**src/rtl/rxrh_udiv.sv**
```systemverilog
// rxrh_udiv: pipelined unsigned restoring divider, one quotient bit per stage
// standalone; the caller guarantees the starting remainder is below the divisor
module rxrh_udiv #(
   parameter int DW = 32,
   parameter int QW = 32,
   parameter int PW = 1
) (
   input  logic          clock,
   input  logic          reset,
   input  logic          en,
   input  logic          in_valid,
   input  logic [DW-1:0] in_rem,
   input  logic [QW-1:0] in_num,
   input  logic [DW-1:0] in_den,
   input  logic [PW-1:0] in_pay,
   output logic          out_valid,
   output logic [QW-1:0] out_quo,
   output logic [PW-1:0] out_pay
);

   logic          valid_ff [QW];
   logic [DW-1:0] rem_ff   [QW];
   logic [QW-1:0] nq_ff    [QW];
   logic [DW-1:0] den_ff   [QW];
   logic [PW-1:0] pay_ff   [QW];

   for (genvar k = 0; k < QW; k++) begin : g_stage
      logic          src_valid;
      logic [DW-1:0] src_rem;
      logic [QW-1:0] src_nq;
      logic [DW-1:0] src_den;
      logic [PW-1:0] src_pay;
      logic [DW:0]   rem2;
      logic [DW:0]   diff;
      logic          ge;
      logic [DW-1:0] rem_in;
      logic [QW-1:0] nq_in;

      // stage input: ports for the first stage, previous stage otherwise
      if (k == 0) begin : g_first
         assign src_valid = in_valid;
         assign src_rem   = in_rem;
         assign src_nq    = in_num;
         assign src_den   = in_den;
         assign src_pay   = in_pay;
      end else begin : g_next
         assign src_valid = valid_ff[k-1];
         assign src_rem   = rem_ff[k-1];
         assign src_nq    = nq_ff[k-1];
         assign src_den   = den_ff[k-1];
         assign src_pay   = pay_ff[k-1];
      end

      // one trial subtraction; numerator bits leave the top, quotient bits enter below
      always_comb begin
         rem2   = {src_rem, src_nq[QW-1]};
         diff   = rem2 - {1'b0, src_den};
         ge     = ~diff[DW];
         rem_in = ge ? diff[DW-1:0] : rem2[DW-1:0];
         nq_in  = {src_nq[QW-2:0], ge};
      end

      always_ff @(posedge clock) begin
         if (reset) begin
            valid_ff[k] <= 1'b0;
         end else if (en) begin
            valid_ff[k] <= src_valid;
         end
      end

      always_ff @(posedge clock) begin
         if (en) begin
            rem_ff[k] <= rem_in;
            nq_ff[k]  <= nq_in;
            den_ff[k] <= src_den;
            pay_ff[k] <= src_pay;
         end
      end
   end

   assign out_valid = valid_ff[QW-1];
   assign out_quo   = nq_ff[QW-1];
   assign out_pay   = pay_ff[QW-1];

endmodule

```
**config.mk**
```make
export PLATFORM = sky130hd
export DESIGN_NAME = rxrh_udiv
export DESIGN_NICKNAME = d
export VERILOG_FILES = /design/src/rtl/rxrh_udiv.sv
export SDC_FILE = /design/constraint.sdc
export NUM_CORES = 2
export LEC_CHECK = 0
export BUFFER_PORTS_ARGS = -buffer_cell sky130_fd_sc_hd__buf_2
export CAP_MARGIN = 20
export CORE_MARGIN = 5
export CORE_UTILIZATION = 56
export DETAILED_ROUTE_END_ITERATION = 8
export GPL_ROUTABILITY_DRIVEN = 0
export MAX_ROUTING_LAYER = met4
export PLACE_DENSITY = 0.72
export SYNTH_ARGS = -nofsm -noshare
export SYNTH_HDL_FRONTEND = slang
export SYNTH_SLANG_ARGS = --single-unit
```
**constraint.sdc**
```tcl
create_clock -name clock -period 10.2 [get_ports clock]
set_input_delay 1.53 -clock clock [delete_from_list [all_inputs] [get_ports clock]]
set_output_delay 1.53 -clock clock [all_outputs]
set_load 0.01 [all_outputs]
```
# Yosys cells after proc, flatten, opt, wreduce, memory -nomap -nowiden
# Memory sizes are Yosys's and may differ from the RTL's.
# Index checks and enable logic that the tools add are counted.
[op_classes]
bitwise = 64
mux = 70
add_sub_neg = 32
[ops]
columns = ["cell", "count"]
rows = [
  ["$sub 33x32->33", 32],
  ["$mux 32", 32],
  ["$mux 1", 38],
  ["$not 1->1", 32],
  ["$or 1x1->1", 32],
]
[word_totals]
out_inout_bits = 34
register_bits = 0
input_bits = 101
word_cells = 171
ramBits = 3136
mem_count = 5
[mem_list]
columns = ["memory", "words", "word_bits", "rd", "rd_clocked_by_memory_dff", "write_ports", "line", "rtl"]
rows = [
  ["den_ff", 32, 32, 31, 0, 32, "24", "logic [DW-1:0] den_ff [QW];"],
  ["nq_ff", 32, 32, 32, 0, 32, "23", "logic [QW-1:0] nq_ff [QW];"],
  ["rem_ff", 32, 32, 31, 0, 32, "22", "logic [DW-1:0] rem_ff [QW];"],
  ["pay_ff", 32, 1, 32, 0, 32, "25", "logic [PW-1:0] pay_ff [QW];"],
  ["valid_ff", 32, 1, 32, 0, 32, "21", "logic valid_ff [QW];"],
]

# Depth between registers and ports, before layout
[logic_depth]
word_depth = 4
depth_mapped = 15
depth_no_buf = 14

# Worst setup path before layout
# OpenSTA, ideal clock, no wires.
[synth_timing]
path_type = "input-to-reg"
startpoint = "in in_num[31]"
endpoint = "mem rem_ff[0][23] (data pin)"
setup_slack_ps = 5558
n_path_buf = 1
stages = 15
required_time_ps = 9940
t_arrival_ps = 4382
cell_sequence = "inv_1 ha_1 fa_1 nor2b_1 o21ai_0 a211oi_1 nor4b_1 or2_2 o21a_1 nor3b_1 nor4_1 nor3_1 inv_2 buf_2 mux2_2"
[synth_lines]
columns = ["item", "line", "rtl"]
rows = [
  ["from (decl)", "13", "input logic [QW-1:0] in_num,"],
  ["to (decl)", "22", ""],
]

==> load_flow_metrics.sql <==
INSERT INTO impl_metrics (metric_group, metric, value, unit) VALUES
('outcome', 'status', 'finished clean', ''),
('drt', 'detailedRoute.firstIterationViolations', '8440', ''),
('critical_path', 'critical_path_peak_fanout', '33', ''),
('synthesis', 'number_of_enable_flip_flop_cells_after_synthesis', '3072', ''),
('placement', 'dp_slack', '4280', 'ps'),
('sta', 'final-hold-violation-count', '0', ''),
('floorplan', 'floorplan.initialDensity', '56.2', '%'),
('cts', 'hold_buffers', '0', ''),
('sta', 'fin_tns_setup', '0', 'ps'),
('drt', 'via_count', '99300', ''),
('cts', 'cts_resized', '0', ''),
('run', 'drv.max_cap_violation_count', '0', ''),
('drt', 'wl', '317000', 'um'),
('cts', 'clkLatencyLatePin', '920', 'ps'),
('grt', 'grt_overflow', '0', ''),
('cells_and_area', 'final_core_utilization', '61.8', '%'),
('critical_path', 'cp_data_required_time', '10850', 'ps'),
('cells_and_area', 'multiInputGateArea', '0.0602', 'sq mm'),
('synthesis', 'synth_cells', '12600', ''),
('pwr', 'cellPowerDensity', '340', 'mW/mm^2'),
('cells_and_area', 'fill_cells', '20800', ''),
('cts', 'cts_max_path_buffers', '4', ''),
('critical_path', 'r2r.worst_path.cells', '12', ''),
('placement', 'place.port_buffers', '134', ''),
('synthesis', 'netlist_area', '0.158', 'sq mm'),
('floorplan', 'die-width', '542', 'um'),
('synthesis', 'avgSynthCellArea', '12.5', 'sq um'),
('cts', 'clock_tree.htree_level_count', '5', ''),
('sta', 'period_share', '51.0', '%'),
('cts', 'clk_pin_slew', '60', 'ps'),
('sta', 'maxSlewViolCount', '0', ''),
('drt', 'post_drt_wl_per_cell', '18.8', 'um'),
('synthesis', 'share_of_flip_flops_with_an_asynchronous_set_or_reset', '0', '%'),
('hold_path', 'timing.hold.worst.class', 'register to register', ''),
('hold_path', 'worst_hold_path.num_cells', '0', ''),
('grt', 'global_route_wire_length_before_repair', '513000', 'um'),
('grt', 'grt_pass1_vias', '98800', ''),
('synthesis', 'synth_top_area_share', '58.3', '%'),
('cts', 'tritoncts', 'built', ''),
('critical_path', 'setup_cp_type', 'register to register', ''),
('synthesis', 'synth_seq_cells', '3072', ''),
('synthesis', 'postSynth.topFlopCell', 'edfxtp_1', ''),
('sta', 'fin_crit', '5210', 'ps'),
('floorplan', 'std_cell_rows', '195', ''),
('cts', 'cts_inserted_buffers', '328', ''),
('pwr', 'internal_power', '37.7', 'mW'),
('drt', 'route.detailed.drc', '0', ''),
('cells_and_area', 'final_net_count', '14000', ''),
('pwr', 'switchingPower', '21.5', 'mW'),
('sta', 'timing.final.ws_setup', '4990', 'ps'),
('drt', 'drt_first_pass_iters', '8', ''),
('pwr', 'switching_share', '36.3', '%'),
('sta', 'max-slew-margin-rel', '23.2', '%'),
('floorplan', 'boundaryPins', '135', ''),
('critical_path', 'arrival', '5850', 'ps'),
('critical_path', 'cp-start-kind', 'register', ''),
('sta', 'tightest_slew', '1140', 'ps'),
('grt', 'grt_antenna_before_repair', '9', ''),
('floorplan', 'fp.dieArea', '0.293', 'sq mm'),
('synthesis', 'synth_warnings', '0', ''),
('pwr', 'pwr-share-clk', '19.7', '%'),
('cells_and_area', 'flow.area_growth_from_synthesis', '9.98', '%'),
('placement', 'dpl.hpwl', '226000', 'um'),
('drt', 'final_antenna_violating_net_count', '0', ''),
('synthesis', 'synth_top_area_cell', 'edfxtp_1', ''),
('grt', 'grt_max_degree', '194', ''),
('cells_and_area', 'layout.cells.most_common', 'edfxtp_1', ''),
('synthesis', 'synth.net_count', '13800', ''),
('cts', 'clk_root_buffer_cell', 'clkbuf_16', ''),
('pwr', 'comb_power_share', '45.8', '%'),
('placement', 'placed_area', '0.163', 'sq mm');
## path summary, 6_finish.rpt
check,slack (ps),endpoint,start
setup / recovery,4990,rem_ff[0][387],den_ff[11][0]
hold / removal,380,nq_ff[6][25],nq_ff[5][120]
setup reg to reg,4990,rem_ff[0][387],den_ff[11][0]
hold reg to reg,380,nq_ff[6][25],nq_ff[5][120]
## sequential cells by signal, indices dropped and copies added, names as in the netlist
name and flops:
nq_ff 1024, rem_ff 992, valid_ff 32, den_ff 992
pay_ff 32
## critical path, cell delays in order (launching register included)
cell and delay [ps]:
edfxtp_1 400, ha_1 230, fa_1 400, nor2b_1 170
o31a_1 210, o221a_2 240, o21ai_0 240, a2111o_1 490
a2111oi_0 870, o21ai_0 180, nand2b_1 210, xor2_4 820
mux2_2 440
## layout make-up
| class | instances | area share, % |
|---|---|---|
| inverters | 1267 | 2.73 |
| repair buffers | 200 | 0.845 |
| clock buffers | 395 | 4.93 |
| flip-flops and latches | 3072 | 53.0 |
| clock inverters | 196 | 1.18 |
| well taps | 3743 | 2.69 |
| diodes | 9 | 0.0129 |
| multi-input cells | 8006 | 34.6 |
## metal layers
metal  vias up  track usage [%]  part of all wire (%)  wire length, um
li1      47400                -                     -                -
met1     47400             27.9                    42           134000
met2      3685             34.9                    47           148000
met3       848             4.31                   7.4            23300
met4         0             7.98                   3.9            12500
met5         -                -                     0                0
## synth_stat cells (all sizes together), types with 151 or more instances
| cell | number |
|---|---|
| a21o | 480 |
| a21oi | 841 |
| clkbuf | 223 |
| edfxtp | 3072 |
| ha | 1023 |
| inv | 1267 |
| mux2 | 643 |
| nand2 | 760 |
| nand3 | 151 |
| nor2 | 539 |
| o21a | 188 |
| o21ai | 760 |
| xnor2 | 503 |
| xor2 | 336 |
## cell families after synthesis
| family | Yosys count | synth area share (%) |
|---|---|---|
| muxes | 719 | 5.17 |
| xor gates and xnor gates | 839 | 4.67 |
| and+or+nand+nor | 2288 | 6.90 |
| adders and majority gates | 1054 | 8.48 |
| DFF | 3072 | 58.3 |
| AOI/OAI and AO/OA | 3106 | 12.7 |
| buffers and inverters | 1561 | 3.81 |
## through the flow
stage	hold slack, ps	cells
after floorplan	400	12600
after global placement	400	16300
after detailed placement	405	16300
after CTS	401	16900
after global routing	402	16900
final	381	16900
## power by group through the flow
stage | sequential (mW) | combinational, mW | clock, mW
final | 20.4 | 27.1 | 11.7
after global routing | 20.6 | 29.7 | 12.6
after floorplan | 19.6 | 21.0 | 0
after detailed placement | 20.5 | 26.2 | 0
after global placement | 20.5 | 25.2 | 0
after CTS | 20.3 | 26.5 | 12.0
Note: power is estimated with default switching activity, not from simulation.
